**src/hdl/status_led_effect_sequencer_defines.svh**
```systemverilog
// Assertion macros for the RTL of the status LED sequencer.
`ifndef STATUS_LED_EFFECT_SEQUENCER_DEFINES_SVH
`define STATUS_LED_EFFECT_SEQUENCER_DEFINES_SVH

`ifndef NO_ASSERTIONS
`define SLES_ASSERT_CLK(lbl, clk, rst_n, prop, msg) \
  lbl: assert property (@(posedge clk) disable iff (!rst_n) prop) else $error(msg);
`define SLES_ASSERT(lbl, prop, msg) \
  `SLES_ASSERT_CLK(lbl, clk_i, rst_ni, prop, msg)
`else
`define SLES_ASSERT_CLK(lbl, clk, rst_n, prop, msg)
`define SLES_ASSERT(lbl, prop, msg)
`endif

`endif

```
**src/hdl/sles_pkg.sv**
```systemverilog
package sles_pkg;

  typedef enum logic [3:0] {
    MODE_OFF    = 4'd0,
    MODE_IDLE   = 4'd1,
    MODE_SCAN   = 4'd2,
    MODE_ATTACK = 4'd3,
    MODE_PING   = 4'd4,
    MODE_BLIP   = 4'd5,
    MODE_BOOT   = 4'd6,
    MODE_DONE   = 4'd7,
    MODE_ERROR  = 4'd8
  } mode_e;

  localparam logic OP_TICK  = 1'b0;
  localparam logic OP_WRITE = 1'b1;

  localparam int unsigned IDLE_PERIOD_MS = 1500;
  localparam int unsigned SCAN_PERIOD_MS = 600;
  localparam int unsigned IDLE_STEPS     = 150;
  localparam int unsigned SCAN_STEPS     = 60;
  localparam int unsigned ATTACK_PERIOD  = 160;
  localparam int unsigned ATTACK_STEPS   = 2;
  localparam int unsigned PHASE_WRAP     = 12000;
  localparam int unsigned LONG_ADV_MS    = 40;
  localparam int unsigned SHORT_ADV_MS   = 30;
  localparam int unsigned BOOT_RAMP      = 21;

  localparam int unsigned PHASE_W = 14;
  localparam int unsigned TIMER_W = 8;
  localparam int unsigned STEP_W  = 6;
  localparam int unsigned IDLE_IDX_W = $clog2(IDLE_STEPS);
  localparam int unsigned SCAN_IDX_W = $clog2(SCAN_STEPS);
  localparam int unsigned ATK_IDX_W  = $clog2(ATTACK_STEPS);

  typedef struct packed {
    logic       operation;
    logic [3:0] new_mode;
  } sles_in_t;

  typedef struct packed {
    logic [7:0] red;
    logic [7:0] green;
    logic [7:0] blue;
    logic [3:0] active_mode;
  } sles_out_t;

  typedef struct packed {
    logic [7:0]         red;
    logic [7:0]         green;
    logic [7:0]         blue;
    logic [TIMER_W-1:0] dur;
    logic [STEP_W-1:0]  count;
  } seg_t;

  localparam logic [7:0] IDLE_LEVELS [IDLE_STEPS] = '{
    8'd23, 8'd23, 8'd24, 8'd24, 8'd25, 8'd26, 8'd26, 8'd27, 8'd27, 8'd28,
    8'd29, 8'd29, 8'd30, 8'd30, 8'd31, 8'd31, 8'd32, 8'd32, 8'd33, 8'd33,
    8'd34, 8'd34, 8'd34, 8'd35, 8'd35, 8'd35, 8'd36, 8'd36, 8'd36, 8'd37,
    8'd37, 8'd37, 8'd37, 8'd37, 8'd37, 8'd37, 8'd37, 8'd37, 8'd37, 8'd37,
    8'd37, 8'd37, 8'd37, 8'd37, 8'd37, 8'd37, 8'd37, 8'd36, 8'd36, 8'd36,
    8'd35, 8'd35, 8'd35, 8'd34, 8'd34, 8'd34, 8'd33, 8'd33, 8'd32, 8'd32,
    8'd31, 8'd31, 8'd30, 8'd30, 8'd29, 8'd29, 8'd28, 8'd27, 8'd27, 8'd26,
    8'd26, 8'd25, 8'd24, 8'd24, 8'd23, 8'd22, 8'd22, 8'd21, 8'd21, 8'd20,
    8'd19, 8'd19, 8'd18, 8'd18, 8'd17, 8'd16, 8'd16, 8'd15, 8'd15, 8'd14,
    8'd14, 8'd13, 8'd13, 8'd12, 8'd12, 8'd11, 8'd11, 8'd11, 8'd10, 8'd10,
    8'd10, 8'd9,  8'd9,  8'd9,  8'd8,  8'd8,  8'd8,  8'd8,  8'd8,  8'd8,
    8'd8,  8'd8,  8'd8,  8'd8,  8'd8,  8'd8,  8'd8,  8'd8,  8'd8,  8'd8,
    8'd8,  8'd8,  8'd9,  8'd9,  8'd9,  8'd10, 8'd10, 8'd10, 8'd11, 8'd11,
    8'd11, 8'd12, 8'd12, 8'd13, 8'd13, 8'd14, 8'd14, 8'd15, 8'd15, 8'd16,
    8'd16, 8'd17, 8'd18, 8'd18, 8'd19, 8'd19, 8'd20, 8'd21, 8'd21, 8'd22
  };

  localparam logic [7:0] SCAN_LEVELS [SCAN_STEPS] = '{
    8'd60,  8'd64, 8'd68, 8'd72, 8'd76, 8'd80, 8'd83, 8'd86, 8'd89, 8'd92,
    8'd94,  8'd96, 8'd98, 8'd99, 8'd99, 8'd100, 8'd99, 8'd99, 8'd98, 8'd96,
    8'd94,  8'd92, 8'd89, 8'd86, 8'd83, 8'd79, 8'd76, 8'd72, 8'd68, 8'd64,
    8'd59,  8'd55, 8'd51, 8'd47, 8'd43, 8'd39, 8'd36, 8'd33, 8'd30, 8'd27,
    8'd25,  8'd23, 8'd21, 8'd20, 8'd20, 8'd20, 8'd20, 8'd20, 8'd21, 8'd23,
    8'd25,  8'd27, 8'd30, 8'd33, 8'd36, 8'd40, 8'd43, 8'd47, 8'd51, 8'd55
  };

  // Blue level of the boot swell, v * 60 / 255 for v = 8 * k.
  localparam logic [7:0] BOOT_BLUE [BOOT_RAMP] = '{
    8'd0,  8'd1,  8'd3,  8'd5,  8'd7,  8'd9,  8'd11, 8'd13, 8'd15, 8'd16,
    8'd18, 8'd20, 8'd22, 8'd24, 8'd26, 8'd28, 8'd30, 8'd32, 8'd33, 8'd35,
    8'd37
  };

endpackage

```
**src/hdl/status_led_effect_sequencer.sv**
```systemverilog
// Status LED effect sequencer.
// The input channel carries one beat per millisecond tick or per mode write.
// Every accepted beat yields exactly one result beat with the colour shown
// and the mode of the current frame. A written mode waits until the next
// frame boundary. One-shot modes fall back to idle, or to scan after the
// blip, when their last segment ends.
// Each result beat is registered in the output stage, and one beat is
// accepted per cycle while in_ready_o is high. The whole update runs in one
// pass from the state registers to the result register; table indexes come
// from small phase trackers that step along with the phase time.
// Results sit in a two-entry output stage, so one more input beat is taken
// while a result waits; with both entries full, in_ready_o goes low until
// the receiver takes a beat.
// After reset the mode is off, the colour is black and the first tick starts
// a new frame.
`include "status_led_effect_sequencer_defines.svh"

module status_led_effect_sequencer #(
  parameter int unsigned IDLE_PERIOD_MS = sles_pkg::IDLE_PERIOD_MS,
  parameter int unsigned SCAN_PERIOD_MS = sles_pkg::SCAN_PERIOD_MS
) (
  input  logic                clk_i,
  input  logic                rst_ni,
  input  logic                in_valid_i,
  output logic                in_ready_o,
  input  sles_pkg::sles_in_t  in_data_i,
  output logic                out_valid_o,
  input  logic                out_ready_i,
  output sles_pkg::sles_out_t out_data_o
);

  sles_pkg::mode_e current_q, current_d, pending_q, pending_d, mode_cur;
  logic [sles_pkg::PHASE_W-1:0] phase_q, phase_d, phase_sum;
  logic [sles_pkg::TIMER_W-1:0] timer_q, timer_d, timer_dec;
  logic [sles_pkg::STEP_W-1:0]  step_q, step_d, step_inc;
  logic [7:0] red_q, red_d, green_q, green_d, blue_q, blue_d;

  logic [sles_pkg::IDLE_IDX_W-1:0] idle_idx;
  logic [sles_pkg::SCAN_IDX_W-1:0] scan_idx;
  logic [sles_pkg::ATK_IDX_W-1:0]  atk_idx;
  sles_pkg::seg_t seg;

  logic in_fire, out_fire, is_tick, start, phased, adv, long_adv, wrap, seg_end;
  sles_pkg::sles_out_t result, out_data_q, out_data_d, skid_data_q, skid_data_d;
  logic out_valid_q, out_valid_d, skid_valid_q, skid_valid_d;

  assign in_ready_o = !skid_valid_q;
  assign in_fire    = in_valid_i && in_ready_o;
  assign out_fire   = out_valid_q && out_ready_i;
  assign is_tick    = (in_data_i.operation == sles_pkg::OP_TICK);

  assign start    = (timer_q == '0);
  assign mode_cur = (start && step_q == '0) ? pending_q : current_q;
  assign phased   = (mode_cur == sles_pkg::MODE_IDLE) || (mode_cur == sles_pkg::MODE_SCAN)
                 || (mode_cur == sles_pkg::MODE_ATTACK);
  assign long_adv = (mode_cur != sles_pkg::MODE_SCAN);
  assign phase_sum = phase_q + (long_adv ? sles_pkg::PHASE_W'(sles_pkg::LONG_ADV_MS)
                                         : sles_pkg::PHASE_W'(sles_pkg::SHORT_ADV_MS));
  assign wrap = (phase_sum >= sles_pkg::PHASE_W'(sles_pkg::PHASE_WRAP));
  assign adv  = in_fire && is_tick && start && phased;

  sles_phase_track #(.PERIOD(IDLE_PERIOD_MS), .STEPS(sles_pkg::IDLE_STEPS)) u_idle_track (
    .clk_i, .rst_ni, .adv_i(adv), .long_i(long_adv), .wrap_i(wrap), .idx_o(idle_idx)
  );

  sles_phase_track #(.PERIOD(SCAN_PERIOD_MS), .STEPS(sles_pkg::SCAN_STEPS)) u_scan_track (
    .clk_i, .rst_ni, .adv_i(adv), .long_i(long_adv), .wrap_i(wrap), .idx_o(scan_idx)
  );

  sles_phase_track #(.PERIOD(sles_pkg::ATTACK_PERIOD), .STEPS(sles_pkg::ATTACK_STEPS))
    u_atk_track (
    .clk_i, .rst_ni, .adv_i(adv), .long_i(long_adv), .wrap_i(wrap), .idx_o(atk_idx)
  );

  sles_segment u_segment (
    .mode_i(mode_cur), .step_i(step_q), .idle_idx_i(idle_idx), .scan_idx_i(scan_idx),
    .atk_idx_i(atk_idx), .seg_o(seg)
  );

  assign timer_dec = (start ? seg.dur : timer_q) - 8'd1;
  assign seg_end   = (timer_dec == '0);
  assign step_inc  = step_q + 6'd1;

  always_comb begin
    current_d = current_q;
    pending_d = pending_q;
    phase_d   = phase_q;
    timer_d   = timer_q;
    step_d    = step_q;
    red_d     = red_q;
    green_d   = green_q;
    blue_d    = blue_q;
    if (is_tick) begin
      current_d = mode_cur;
      timer_d   = timer_dec;
      if (start) begin
        red_d   = seg.red;
        green_d = seg.green;
        blue_d  = seg.blue;
        if (phased) begin
          phase_d = wrap ? sles_pkg::PHASE_W'(phase_sum - sles_pkg::PHASE_W'(sles_pkg::PHASE_WRAP))
                         : phase_sum;
        end
      end
      if (seg_end) begin
        if (step_inc >= seg.count) begin
          step_d = '0;
          if (mode_cur == sles_pkg::MODE_BLIP) begin
            pending_d = sles_pkg::MODE_SCAN;
          end else if (mode_cur >= sles_pkg::MODE_PING) begin
            pending_d = sles_pkg::MODE_IDLE;
          end
        end else begin
          step_d = step_inc;
        end
      end
    end else if (in_data_i.new_mode <= 4'(sles_pkg::MODE_ERROR)) begin
      pending_d = sles_pkg::mode_e'(in_data_i.new_mode);
    end
  end

  assign result = '{red: red_d, green: green_d, blue: blue_d, active_mode: current_d};

  always_comb begin
    out_valid_d  = out_valid_q;
    out_data_d   = out_data_q;
    skid_valid_d = skid_valid_q;
    skid_data_d  = skid_data_q;
    if (!out_valid_q || out_ready_i) begin
      if (skid_valid_q) begin
        out_valid_d  = 1'b1;
        out_data_d   = skid_data_q;
        skid_valid_d = 1'b0;
      end else begin
        out_valid_d = in_fire;
        out_data_d  = result;
      end
    end else if (in_fire) begin
      skid_valid_d = 1'b1;
      skid_data_d  = result;
    end
  end

  always_ff @(posedge clk_i or negedge rst_ni) begin
    if (!rst_ni) begin
      current_q    <= sles_pkg::MODE_OFF;
      pending_q    <= sles_pkg::MODE_OFF;
      phase_q      <= '0;
      timer_q      <= '0;
      step_q       <= '0;
      red_q        <= '0;
      green_q      <= '0;
      blue_q       <= '0;
      out_valid_q  <= 1'b0;
      skid_valid_q <= 1'b0;
    end else begin
      if (in_fire) begin
        current_q <= current_d;
        pending_q <= pending_d;
        phase_q   <= phase_d;
        timer_q   <= timer_d;
        step_q    <= step_d;
        red_q     <= red_d;
        green_q   <= green_d;
        blue_q    <= blue_d;
      end
      out_valid_q  <= out_valid_d;
      skid_valid_q <= skid_valid_d;
    end
  end

  always_ff @(posedge clk_i) begin
    out_data_q  <= out_data_d;
    skid_data_q <= skid_data_d;
  end

  assign out_valid_o = out_valid_q;
  assign out_data_o  = out_data_q;

  `SLES_ASSERT(a_skid_behind_out, skid_valid_q |-> out_valid_q, "skid beat without output beat")
  `SLES_ASSERT(a_stall_fills_skid, (in_fire && out_valid_q && !out_ready_i) |=> skid_valid_q,
    "stalled result beat was dropped")
  `SLES_ASSERT(a_phase_range, phase_q < sles_pkg::PHASE_W'(sles_pkg::PHASE_WRAP),
    "phase time out of range")
  `SLES_ASSERT(a_step_oneshot, (step_q != '0) |-> ((current_q == sles_pkg::MODE_PING) ||
    (current_q == sles_pkg::MODE_BOOT) || (current_q == sles_pkg::MODE_DONE) ||
    (current_q == sles_pkg::MODE_ERROR)), "segment step set in a cyclic mode")

endmodule

```
**src/hdl/sles_phase_track.sv**
```systemverilog
module sles_phase_track #(
  parameter int unsigned PERIOD = sles_pkg::IDLE_PERIOD_MS,
  parameter int unsigned STEPS  = sles_pkg::IDLE_STEPS
) (
  input  logic                     clk_i,
  input  logic                     rst_ni,
  input  logic                     adv_i,
  input  logic                     long_i,
  input  logic                     wrap_i,
  output logic [$clog2(STEPS)-1:0] idx_o
);

  localparam int unsigned FW  = $clog2(PERIOD);
  localparam int unsigned IW  = $clog2(STEPS);
  localparam int unsigned FSW = FW + 1;
  localparam int unsigned ISW = IW + 1;

  localparam int unsigned WRAP_REM = sles_pkg::PHASE_WRAP % PERIOD;
  localparam int unsigned E_LN = sles_pkg::LONG_ADV_MS % PERIOD;
  localparam int unsigned E_SN = sles_pkg::SHORT_ADV_MS % PERIOD;
  localparam int unsigned E_LW = (sles_pkg::LONG_ADV_MS + PERIOD - WRAP_REM) % PERIOD;
  localparam int unsigned E_SW = (sles_pkg::SHORT_ADV_MS + PERIOD - WRAP_REM) % PERIOD;
  localparam int unsigned Q_LN = (E_LN * STEPS) / PERIOD;
  localparam int unsigned R_LN = (E_LN * STEPS) % PERIOD;
  localparam int unsigned Q_SN = (E_SN * STEPS) / PERIOD;
  localparam int unsigned R_SN = (E_SN * STEPS) % PERIOD;
  localparam int unsigned Q_LW = (E_LW * STEPS) / PERIOD;
  localparam int unsigned R_LW = (E_LW * STEPS) % PERIOD;
  localparam int unsigned Q_SW = (E_SW * STEPS) / PERIOD;
  localparam int unsigned R_SW = (E_SW * STEPS) % PERIOD;

  // The phase remainder scaled by STEPS is held as idx * PERIOD + frac.
  logic [IW-1:0]  idx_q, idx_d;
  logic [FW-1:0]  frac_q, frac_d;
  logic [ISW-1:0] q_sel, idx_sum;
  logic [FSW-1:0] r_sel, frac_sum;
  logic           carry;

  always_comb begin
    if (wrap_i) begin
      q_sel = long_i ? ISW'(Q_LW) : ISW'(Q_SW);
      r_sel = long_i ? FSW'(R_LW) : FSW'(R_SW);
    end else begin
      q_sel = long_i ? ISW'(Q_LN) : ISW'(Q_SN);
      r_sel = long_i ? FSW'(R_LN) : FSW'(R_SN);
    end
    frac_sum = {1'b0, frac_q} + r_sel;
    carry    = (frac_sum >= FSW'(PERIOD));
    frac_d   = carry ? FW'(frac_sum - FSW'(PERIOD)) : frac_sum[FW-1:0];
    idx_sum  = {1'b0, idx_q} + q_sel + ISW'(carry);
    idx_d    = (idx_sum >= ISW'(STEPS)) ? IW'(idx_sum - ISW'(STEPS)) : idx_sum[IW-1:0];
  end

  always_ff @(posedge clk_i or negedge rst_ni) begin
    if (!rst_ni) begin
      idx_q  <= '0;
      frac_q <= '0;
    end else if (adv_i) begin
      idx_q  <= idx_d;
      frac_q <= frac_d;
    end
  end

  assign idx_o = idx_q;

endmodule

```
**src/hdl/sles_segment.sv**
```systemverilog
module sles_segment (
  input  sles_pkg::mode_e                   mode_i,
  input  logic [sles_pkg::STEP_W-1:0]       step_i,
  input  logic [sles_pkg::IDLE_IDX_W-1:0]   idle_idx_i,
  input  logic [sles_pkg::SCAN_IDX_W-1:0]   scan_idx_i,
  input  logic [sles_pkg::ATK_IDX_W-1:0]    atk_idx_i,
  output sles_pkg::seg_t                    seg_o
);

  logic [7:0] idle_lvl, scan_lvl;
  logic [4:0] boot_k;

  assign idle_lvl = sles_pkg::IDLE_LEVELS[idle_idx_i];
  assign scan_lvl = sles_pkg::SCAN_LEVELS[scan_idx_i];
  assign boot_k   = (step_i < sles_pkg::STEP_W'(sles_pkg::BOOT_RAMP)) ? step_i[4:0]
                  : 5'(6'd41 - step_i);

  always_comb begin
    seg_o = '{red: 8'd0, green: 8'd0, blue: 8'd0, dur: 8'd80, count: 6'd1};
    unique case (mode_i)
      sles_pkg::MODE_IDLE: begin
        seg_o.red  = idle_lvl;
        seg_o.blue = idle_lvl;
        seg_o.dur  = 8'd40;
      end
      sles_pkg::MODE_SCAN: begin
        seg_o.green = scan_lvl;
        seg_o.blue  = scan_lvl;
        seg_o.dur   = 8'd30;
      end
      sles_pkg::MODE_ATTACK: begin
        seg_o.red   = atk_idx_i[0] ? 8'd120 : 8'd0;
        seg_o.green = atk_idx_i[0] ? 8'd0 : 8'd120;
        seg_o.blue  = 8'd120;
        seg_o.dur   = 8'd40;
      end
      sles_pkg::MODE_PING: begin
        seg_o.count = 6'd2;
        if (step_i == '0) begin
          seg_o.green = 8'd200;
          seg_o.blue  = 8'd200;
          seg_o.dur   = 8'd200;
        end
      end
      sles_pkg::MODE_BLIP: begin
        seg_o.red   = 8'd120;
        seg_o.green = 8'd120;
        seg_o.blue  = 8'd120;
        seg_o.dur   = 8'd35;
      end
      sles_pkg::MODE_BOOT: begin
        seg_o.count = 6'd46;
        if (step_i < 6'd42) begin
          seg_o.green = {boot_k, 3'b000};
          seg_o.blue  = sles_pkg::BOOT_BLUE[boot_k];
          seg_o.dur   = 8'd8;
        end else if (!step_i[0]) begin
          seg_o.green = 8'd180;
          seg_o.blue  = 8'd60;
          seg_o.dur   = 8'd90;
        end else begin
          seg_o.dur   = 8'd110;
        end
      end
      sles_pkg::MODE_DONE: begin
        seg_o.count = 6'd4;
        if (!step_i[0]) begin
          seg_o.green = 8'd200;
          seg_o.blue  = 8'd40;
          seg_o.dur   = 8'd110;
        end else begin
          seg_o.dur   = 8'd90;
        end
      end
      sles_pkg::MODE_ERROR: begin
        seg_o.count = 6'd6;
        if (!step_i[0]) begin
          seg_o.red = 8'd200;
          seg_o.dur = 8'd110;
        end else begin
          seg_o.dur = 8'd90;
        end
      end
      default: begin
      end
    endcase
  end

endmodule
```
**config.mk**
```make
export PLATFORM = sky130hd
export DESIGN_NAME = status_led_effect_sequencer
export DESIGN_NICKNAME = d
export VERILOG_FILES = /design/src/hdl/sles_pkg.sv /design/src/hdl/status_led_effect_sequencer.sv /design/src/hdl/sles_phase_track.sv /design/src/hdl/sles_segment.sv
export VERILOG_INCLUDE_DIRS = /design/src /design/src/hdl
export SDC_FILE = /design/constraint.sdc
export NUM_CORES = 1
export LEC_CHECK = 0
export ABC_AREA = 0
export BUFFER_PORTS_ARGS = -buffer_cell sky130_fd_sc_hd__buf_2
export CAP_MARGIN = 25
export CORE_MARGIN = 2
export CORE_UTILIZATION = 60
export DETAILED_ROUTE_END_ITERATION = 6
export GPL_ROUTABILITY_DRIVEN = 0
export PLACE_DENSITY = 0.78
export SYNTH_ARGS = -nofsm -noshare
export SYNTH_HDL_FRONTEND = slang
export SYNTH_SLANG_ARGS = --single-unit
```
**constraint.sdc**
```tcl
create_clock -name clk_i -period 6.6 [get_ports clk_i]
set_input_delay 1.98 -clock clk_i [delete_from_list [all_inputs] [get_ports clk_i]]
set_output_delay 1.98 -clock clk_i [all_outputs]
set_load 0.02 [all_outputs]
```
==> Flow_metrics.wiki, run 1 <==
{| class="wikitable"
! Metric !! Value
|-
| Minimum clock period || 5843 ps
|-
| Latest clock arrival within the worst-skew pair || 430 ps
|-
| CP endpoint kind || flip-flop
|-
| Clock Path Buffers || 2
|-
| Clock H-tree levels || 4
|-
| Run status || complete, no violations
|-
| Worst IR Drop VDD || 0.2696 mV
|-
| Hold_buf cts || 0
|-
| Synthesized instance count || 1074
|-
| Worst slew slack as a fraction of its limit || 35.91%
|-
| Clk slew on worst S/H paths || 60 ps
|-
| Power Density || 355.7 nW/um2
|-
| Logic depth of the worst setup path including buffers || 24
|-
| Post-cts repair resize count || 0
|-
| Die Outline Area || 17500 um2
|-
| Peak Freq || 171.1 MHz
|-
| Wire length of the first global-routing pass || ~38000 um
|-
| Buffer and inverter count on the worst path || 7
|-
| Number of setup violations in the final report || 0
|-
| Unrepaired setup endpoints after global routing || no
|-
| Cells on worst reg2reg path || 24
|-
| All-Layer GR Usage || 26.92%
|-
| WHS Path Cells || 1
|-
| Cell type group with the largest total delay on the critical path || adder cells
|-
| Slowest cell on the critical path || sky130_fd_sc_hd__dfrtp_1
|-
| Async set-reset flop share out of synthesis || 60.28%
|-
| Antenna violations before repair || 0
|-
| GRT Residual Overflow || 0
|-
| Chain of cells forming the critical path || inv_1 -> ha_1 -> nor3b_2 -> nand4_1 -> buf_4 -> mux2i_2 -> nor2_1 -> nand2_1 -> buf_4 -> inv_1 -> fa_1 -> inv_1 -> fa_1 -> inv_1 -> ha_1 -> inv_1 -> a22o_1 -> a211oi_1 -> a21oi_1 -> a22oi_1 -> or2_2 -> a21oi_1 -> a211oi_1 -> xor2_1
|-
| Critical path class || reg2reg
|-
| Effective utilization at floorplan || between 60% and 70%
|-
| Post-route ant nets || 0
|-
| Worst min-delay path class || reg2reg
|-
| Area of all placed cells without fillers || 10750 um2
|-
| Fin cells || 1307
|-
| Detailed-route DRC error count || 0
|-
| Sequential cell area fraction in the yosys report || between 30% and 40%
|-
| Number of synthesized flops with an enable pin || 56
|-
| Number of library cell types mapped by synthesis || 85
|-
| Register bit count reported by yosys || 141
|-
| I/O pin count || 39
|-
| Number of maximum-capacitance constraint violations || 0
|-
| CP max stage delay || 590 ps
|-
| Mean routed wirelength per cell || 17.49 um
|-
| Number of buffers created by CTS || 17
|-
| Number of DRC violations after detailed-routing iteration 0 || 899
|-
| Horizontal extent of the die || 132.3 um
|-
| Vias in the first global route || ~7700
|-
| Count of input and output buffers || 38
|-
| Total count of max-transition violations in the final report || 0
|-
| Placed instance count || 1275
|-
| Commonest non-fill, non-tap cell in the layout || sky130_fd_sc_hd__nand2_1
|-
| CORE AREA || 16000 um2
|-
| Antenna diode count || 0
|-
| TritonCTS sink count || 141
|-
| TritonCTS clock tree || done
|-
| Via density per instance || 6.187
|-
| Layout cells sized above 1 || approximately 15%
|-
| Placed cell areas || 10160 um2
|-
| Most used cell along the critical path || sky130_fd_sc_hd__inv_1
|-
| WL final || ~23000 um
|-
| Fin Setup TNS || 0 ps
|-
| DPL Wire Length || approximately 16000 um
|-
| Largest net degree at the start of global routing || 56
|-
| Final core utilization || 67.17%
|-
| Post-Syn Area || ~9900 um2
|-
| Prevailing post-synth register cell || sky130_fd_sc_hd__dfrtp_1
|-
| FP Rows || 46
|-
| Post-synthesis average cell area || 9.193 um2
|-
| Die H || roughly 130 um
|-
| Post-layout power || ~3.8 mW
|-
| Leading cell types in the layout, fill and taps excluded || sky130_fd_sc_hd__nand2_1, sky130_fd_sc_hd__o21ai_0, sky130_fd_sc_hd__dfrtp_1
|-
| Synth-to-layout area growth || 8.858%
|-
| Final Hold Vio Count || 0
|-
| Number of nets in the layout || about 1100
|-
| Required time worst endpoint || ~7000 ps
|-
| Warnings from Yosys || 0
|-
| Worst clock skew || 6.606 ps
|-
| Post CTS Setup Buffer Count || 0
|-
| Routed via count || 8087
|-
| Worst-margin pin slew || 961.3 ps
|-
| Clock root buffer || sky130_fd_sc_hd__clkbuf_16
|-
| Tcrit/Tclk final || 88.54%
|-
| Critical-path maximum fanout || 27
|-
| First-pass iteration count of the detailed router || 6
|-
| Leakage || 4.596 nW
|-
| Mapped Nets || 1136
|-
| Worst Setup Start Kind || flip-flop
|-
| Worst EP arrival || 6200 ps
|}
==> metrics by stage <==
step	hold WS [ps]	setup slack, ps
2_1_floorplan	442.3	1348
3_3_place_gp	457.2	1017
3_5_place_dp	461.9	895.1
4_1_cts	476.1	840.6
5_1_grt	499.8	404.8
6_report	474.3	756.5
==> synth_stat cells (4+ instances only) <==
cell type	number	share of area, %
sky130_fd_sc_hd__nand4_1	5	0.32
sky130_fd_sc_hd__xnor2_1	30	2.7
sky130_fd_sc_hd__or3_1	9	0.57
sky130_fd_sc_hd__a211o_1	4	0.35
sky130_fd_sc_hd__nand2b_1	14	0.89
sky130_fd_sc_hd__nand3_1	19	0.96
sky130_fd_sc_hd__a22o_1	9	0.80
sky130_fd_sc_hd__o31ai_1	5	0.38
sky130_fd_sc_hd__dfrtp_1	85	22
sky130_fd_sc_hd__and2_1	7	0.44
sky130_fd_sc_hd__mux2_2	49	5.6
sky130_fd_sc_hd__buf_1	6	0.23
sky130_fd_sc_hd__mux2_1	5	0.57
sky130_fd_sc_hd__a211oi_1	19	1.4
sky130_fd_sc_hd__nor3_1	23	1.2
sky130_fd_sc_hd__a311oi_1	4	0.35
sky130_fd_sc_hd__inv_1	39	1.5
sky130_fd_sc_hd__nor2_1	60	2.3
sky130_fd_sc_hd__or2_2	8	0.51
sky130_fd_sc_hd__ha_1	48	6.1
sky130_fd_sc_hd__o21ai_0	98	5.0
sky130_fd_sc_hd__o21a_1	5	0.38
sky130_fd_sc_hd__nand2_1	140	5.3
sky130_fd_sc_hd__a21o_1	7	0.53
sky130_fd_sc_hd__edfxtp_1	56	17
sky130_fd_sc_hd__o22ai_1	6	0.38
sky130_fd_sc_hd__a31oi_1	10	0.63
sky130_fd_sc_hd__fa_1	5	1.0
sky130_fd_sc_hd__and3_1	9	0.57
sky130_fd_sc_hd__o211ai_1	8	0.61
sky130_fd_sc_hd__nand3b_1	6	0.46
sky130_fd_sc_hd__xor2_1	15	1.3
sky130_fd_sc_hd__o21bai_1	4	0.30
sky130_fd_sc_hd__nor2b_1	15	0.95
sky130_fd_sc_hd__a21oi_1	82	4.2
sky130_fd_sc_hd__mux2i_1	28	2.8
sky130_fd_sc_hd__nor3b_1	4	0.30
sky130_fd_sc_hd__clkbuf_1	54	2.1
==> area by class of cell <==
cell class                      count  area (um2)
Clock buffer                       17       425.4
Fill cell                        1254        5253
Clock inverter                     15       165.2
Inverter                           42       157.7
Multi-Input combinational cell    825        5630
Sequential cell                   141        3809
Timing Repair Buffer               51       290.3
Tap cell                          216       270.3
==> flip-flops by register name (all words and copies together) (netlist names) <==
register and flops:
out_data_o 28, skid_data_q 28, u_idle_track.frac_q 9, blue_q 8, green_q 8, red_q 8
timer_q 8, u_idle_track.idx_o 8, u_scan_track.frac_q 7, step_q 6, u_atk_track.frac_q 6, u_scan_track.idx_o 6
current_q 4, pending_q 4, out_valid_o 1, skid_valid_q 1, u_atk_track.idx_o 1
==> where the power goes <==
| group | internal, mW | switching (mW) | leakage (nW) | total [mW] |
|---|---|---|---|---|
| clock network | 0.538 | 0.422 | 0.290 | 0.960 |
| registers | 1.06 | 0.183 | 1.70 | 1.25 |
| logic | 0.646 | 0.970 | 2.61 | 1.62 |
| total | 2.25 | 1.57 | 4.60 | 3.82 |
==> worst paths after layout <==
path	start	end	slack, ps
max in group asynchronous	rst_ni	step_q[4]	4030
min	u_scan_track.frac_q[8]	u_scan_track.frac_q[8]	470
max	step_q[0]	u_idle_track.idx_o[4]	760
max reg2reg	step_q[0]	u_idle_track.idx_o[4]	760
min in group asynchronous	rst_ni	u_scan_track.frac_q[4]	1480
min reg2reg	u_scan_track.frac_q[8]	u_scan_track.frac_q[8]	470
==> worst reg2reg max path: stages (launching register included) <==
cell and delay [ps]:
sky130_fd_sc_hd__dfrtp_1 590, sky130_fd_sc_hd__inv_1 190, sky130_fd_sc_hd__ha_1 240, sky130_fd_sc_hd__nor3b_2 190, sky130_fd_sc_hd__nand4_1 170, sky130_fd_sc_hd__buf_4 370, sky130_fd_sc_hd__mux2i_2 390, sky130_fd_sc_hd__nor2_1 130
sky130_fd_sc_hd__nand2_1 110, sky130_fd_sc_hd__buf_4 210, sky130_fd_sc_hd__inv_1 210, sky130_fd_sc_hd__fa_1 470, sky130_fd_sc_hd__inv_1 90, sky130_fd_sc_hd__fa_1 400, sky130_fd_sc_hd__inv_1 110, sky130_fd_sc_hd__ha_1 170
sky130_fd_sc_hd__inv_1 100, sky130_fd_sc_hd__a22o_1 200, sky130_fd_sc_hd__a211oi_1 220, sky130_fd_sc_hd__a21oi_1 100, sky130_fd_sc_hd__a22oi_1 340, sky130_fd_sc_hd__or2_2 260, sky130_fd_sc_hd__a21oi_1 90, sky130_fd_sc_hd__a211oi_1 270
sky130_fd_sc_hd__xor2_1 160
==> cell families (layout without fill, tap and decap cells) <==
group,count (synthesis),in the layout,synth area share (%)
flops,141,141,38.58
simple gates,341,341,16.79
fa+ha+maj,53,53,7.097
compound gates,299,299,19.16
xor+xnor,45,45,3.992
mux,87,87,9.961
buf+inv,108,125,4.423
==> layer usage <==
metal  share of wire, %  vias to the layer above  track usage [%]
li1                   -                     3901                -
met1                 44                     3828            36.01
met2                 47                      301            43.61
met3                6.2                       57            5.267
met4                2.7                        0            10.22
met5                  0                        -                0
Note: power is estimated with default switching activity, not from simulation.
==> run 2: changes to the inputs <==
--- a/config.mk
+++ b/config.mk
@@ -6,7 +6,7 @@
 export SDC_FILE = /design/constraint.sdc
 export NUM_CORES = 1
 export LEC_CHECK = 0
-export ABC_AREA = 0
+export ABC_AREA = 1
 export BUFFER_PORTS_ARGS = -buffer_cell sky130_fd_sc_hd__buf_2
 export CAP_MARGIN = 25
 export CORE_MARGIN = 2
@@ -14,6 +14,7 @@
 export DETAILED_ROUTE_END_ITERATION = 6
 export GPL_ROUTABILITY_DRIVEN = 0
 export PLACE_DENSITY = 0.78
+export SETUP_SLACK_MARGIN = 0.02
 export SYNTH_ARGS = -nofsm -noshare
 export SYNTH_HDL_FRONTEND = slang
 export SYNTH_SLANG_ARGS = --single-unit
==> run 2 against run 1 <==
Effect of this change: utilization up 0.29 points; die area down 5.2%; synthesized cell count up 10%; sequential power up 6%; power up 24%; clock-buffer cell count up 2.
==> Flow_metrics.wiki, run 2 <==
{| class="wikitable"
! Metric !! Value
|-
| Run status || complete, no violations
|-
| Number of setup violations in the final report || 0 (unchanged)
|-
| FP Rows || 45 (-2.2%)
|-
| Met1 layer usage reported by global route || 37.50% (+1.5 points)
|-
| Cell type group with the largest total delay on the critical path || simple AND/OR/NAND/NOR gates
|-
| Wire length of the first global-routing pass || 35400 um (-7.9%)
|-
| Number of synthesized flops with an enable pin || 56 (unchanged)
|-
| Post-layout power || 4.747 mW (+24%)
|-
| Most numerous cell types in the synthesized netlist || sky130_fd_sc_hd__nand2_1, sky130_fd_sc_hd__inv_1, sky130_fd_sc_hd__o21ai_0, sky130_fd_sc_hd__dfrtp_1, sky130_fd_sc_hd__nor2_1
|-
| Leakage || 4.967 nW (+8.1%)
|-
| Mapped Nets || 1244 (+9.5%)
|-
| Mean routed wirelength per cell || 15.19 um (-13%)
|-
| Clock root buffer || sky130_fd_sc_hd__clkbuf_16
|-
| Total count of max-transition violations in the final report || 0 (unchanged)
|-
| Final Hold Vio Count || 0 (unchanged)
|-
| Number of nets in the layout || 1271 (+11%)
|-
| Fin cells || 1410 (+7.9%)
|-
| Warnings from Yosys || 0 (unchanged)
|-
| Number of DRC violations after detailed-routing iteration 0 || 935 (+4.0%)
|-
| Clk slew on worst S/H paths || 60 ps (about the same)
|-
| Placed cell areas || 9669 um2 (-4.8%)
|-
| Worst IR Drop VDD || 0.2606 mV (-3.3%)
|-
| Tcrit/Tclk final || 71.00% (-18 points)
|-
| All-Layer GR Usage || 27.00% (+0.074 points)
|-
| Worst Setup Start Kind || flip-flop
|-
| Worst min-delay path class || reg2reg
|-
| DPL Wire Length || 15210 um (-5.0%)
|-
| Latest clock arrival within the worst-skew pair || 430 ps (about the same)
|-
| Chain of cells forming the critical path || inv_1 -> ha_1 -> nand3_2 -> nor2_4 -> nand3_2 -> nand2_4 -> nand2_2 -> nor2_4 -> fa_1 -> inv_1 -> fa_1 -> o21ai_0 -> nand3_1 -> nand2_1 -> nand2_1 -> and3_1 -> nand2_1 -> nand2_1 -> o21ai_1 -> nand3_1 -> xor2_1 -> nand2_1 -> o21ai_0
|-
| Synth-to-layout area growth || 9.762%
|-
| Hold_buf cts || 0 (unchanged)
|-
| Clock H-tree levels || 4 (unchanged)
|-
| Routed via count || 8045 (-0.52%)
|-
| Die H || 128.8 um (-2.6%)
|-
| Met3 GRT Util || 5.322% (+0.055 points)
|-
| Worst slew slack as a fraction of its limit || 29.79% (-6.1 points)
|-
| Effective utilization at floorplan || 61.47% (-0.24 points)
|-
| Unrepaired setup endpoints after global routing || no
|-
| Met2 usage || 42.08% (-1.5 points)
|-
| Number of library cell types mapped by synthesis || 54 (-36%)
|-
| Worst-margin pin slew || 1052 ps (+90.68 ps)
|-
| Worst hold slack across all endpoints || 476.6 ps (+2.313 ps)
|-
| Post-Syn Area || 9344 um2 (-5.4%)
|-
| Vias in the first global route || 7405 (-3.6%)
|-
| Minimum clock period || 4686 ps (-1158 ps)
|-
| Placed instance count || 1378 (+8.1%)
|-
| Worst EP arrival || 4980 ps (-1220 ps)
|-
| Antenna diode count || 0 (unchanged)
|-
| Most used cell along the critical path || sky130_fd_sc_hd__nand2_1
|-
| Number of maximum-capacitance constraint violations || 0 (unchanged)
|-
| Layout cells sized above 1 || 11.62% (-3.3 points)
|-
| Count of input and output buffers || 38 (unchanged)
|-
| Area share of the leading cell type in the synthesized netlist || 22.76% (+1.2 points)
|-
| Clock Path Buffers || 2 (unchanged)
|-
| Synthesized instance count || 1182 (+10%)
|-
| Post-cts repair resize count || 0 (unchanged)
|-
| Dominant cell type by area after synthesis || sky130_fd_sc_hd__dfrtp_1
|-
| GRT Residual Overflow || 0 (unchanged)
|-
| Number of buffers created by CTS || 17 (unchanged)
|-
| WL final || 21410 um (-6.4%)
|-
| Required time worst endpoint || 6900 ps (-50 ps)
|-
| Horizontal extent of the die || 128.8 um (-2.6%)
|-
| Post CTS Setup Buffer Count || 0 (unchanged)
|-
| Most congested layer reported by global routing || met2
|-
| Worst clock skew || 6.802 ps (+0.1951 ps)
|-
| Via density per instance || 5.706 (-7.8%)
|-
| Peak Freq || 213.4 MHz (+25%)
|-
| Cell with the most instances after synthesis || sky130_fd_sc_hd__nand2_1
|-
| Register bit count reported by yosys || 141 (unchanged)
|-
| CP endpoint kind || flip-flop
|-
| Power Density || 462.8 nW/um2 (+30%)
|-
| Antenna violations before repair || 0 (unchanged)
|-
| Detailed-route DRC error count || 0 (unchanged)
|-
| Filler cells || 1242 (-0.96%)
|-
| Prevailing post-synth register cell || sky130_fd_sc_hd__dfrtp_1
|-
| Critical-path maximum fanout || 14 (-48%)
|-
| Post-synthesis average cell area || 7.905 um2 (-14%)
|-
| Die Outline Area || 16590 um2 (-5.2%)
|-
| Async set-reset flop share out of synthesis || 60.28% (unchanged)
|-
| Post-route ant nets || 0 (unchanged)
|-
| Buffer and inverter count on the worst path || 2 (-5)
|-
| Top post-synthesis cells by area || sky130_fd_sc_hd__dfrtp_1, sky130_fd_sc_hd__edfxtp_1, sky130_fd_sc_hd__nand2_1
|-
| First-pass iteration count of the detailed router || 6 (unchanged)
|-
| I/O pin count || 39 (unchanged)
|-
| TritonCTS sink count || 141 (unchanged)
|-
| Critical path class || reg2reg
|-
| Slowest cell on the critical path || sky130_fd_sc_hd__dfrtp_1
|-
| CP max stage delay || 530 ps (-60 ps)
|-
| Commonest non-fill, non-tap cell in the layout || sky130_fd_sc_hd__nand2_1
|-
| Leading cell types in the layout, fill and taps excluded || sky130_fd_sc_hd__nand2_1, sky130_fd_sc_hd__inv_1, sky130_fd_sc_hd__o21ai_0
|-
| Sequential cell area fraction in the yosys report || 40.76% (+2.2 points)
|-
| Largest net degree at the start of global routing || 57 (+1.8%)
|-
| Area of all placed cells without fillers || 10260 um2 (-4.6%)
|-
| CORE AREA || 15200 um2 (-5.0%)
|-
| TritonCTS clock tree || done
|-
| Fin Setup TNS || 0 ps (unchanged)
|}
==> run 2: cell count changes in the layout (fill, tap and decap cells not counted), moves of 14 or more <==
cell	change
sky130_fd_sc_hd__nand2_2	+16
sky130_fd_sc_hd__nand3_1	+29
sky130_fd_sc_hd__mux2i_1	-28
sky130_fd_sc_hd__a21oi_1	-52
sky130_fd_sc_hd__xnor2_1	-22
sky130_fd_sc_hd__inv_1	+100
sky130_fd_sc_hd__xor2_1	+14
sky130_fd_sc_hd__nand2b_1	-14
sky130_fd_sc_hd__mux2_2	-49
sky130_fd_sc_hd__nand2_1	+200
sky130_fd_sc_hd__nor2b_1	-15
==> run 2: through the flow <==
step	utilization (%)	setup slack (ps)
2_1_floorplan	-	2221
3_3_place_gp	63.60	1692
3_5_place_dp	63.60	1565
4_1_cts	67.47	1933
5_1_grt	67.47	1438
6_report	67.47	1914
==> run 2: metal layers <==
metal	vias to the layer above	part of all wire (%)
met2	316	46
li1	3982	-
met5	-	0
met3	61	6.0
met4	0	3.0
met1	3686	45
==> run 2: report_power, final <==
part,total [mW],switching (mW),internal [mW]
sequential,1.33,0.192,1.14
combinational,2.45,1.60,0.848
clock,0.963,0.398,0.565
==> run 2: final timing paths <==
kind / start / endpoint / slack [ps] / cells past startpoint
worst max-delay path: step_q[0] / u_idle_track.idx_o[6] / 1910 / 23
worst min-delay path: u_idle_track.frac_q[8] / u_idle_track.frac_q[8] / 480 / 1
worst max register to register: step_q[0] / u_idle_track.idx_o[6] / 1910 / 23
worst min register to register: u_idle_track.frac_q[8] / u_idle_track.frac_q[8] / 480 / 1
max in group asynchronous: rst_ni / blue_q[2] / 4060 / 2
min in group asynchronous: rst_ni / u_scan_track.frac_q[4] / 1480 / 1
==> run 2: logic make-up (layout without fill, tap and decap cells) <==
logic type / after synthesis / in the layout / synth area share (%)
compound gates: 228 / 228 / 14.64
xor+xnor: 37 / 37 / 3.468
fa+ha+maj: 53 / 53 / 7.499
buf+inv: 185 / 225 / 7.713
flops: 141 / 141 / 40.76
simple gates: 538 / 538 / 25.92
==> run 2: cell type report <==
| class | count | area (um2) | area share, % |
|---|---|---|---|
| clock inverters | 13 | 153.9 | 1.501 |
| repair buffers | 45 | 245.2 | 2.391 |
| well taps | 188 | 235.2 | 2.294 |
| clock buffers | 19 | 432.9 | 4.221 |
| inverters | 148 | 558.0 | 5.441 |
| multi-input cells | 856 | 4822 | 47.02 |
| flip-flops and latches | 141 | 3809 | 37.14 |
==> run 2: worst register-to-register path, delay by kind of cell (launching register included) <==
| family | cells | cell delay, ps |
|---|---|---|
| xor+xnor | 1 | 170 |
| buf+inv | 2 | 260 |
| simple gates | 14 | 2070 |
| compound gates | 3 | 650 |
| flops | 1 | 530 |
| fa+ha+maj | 3 | 870 |
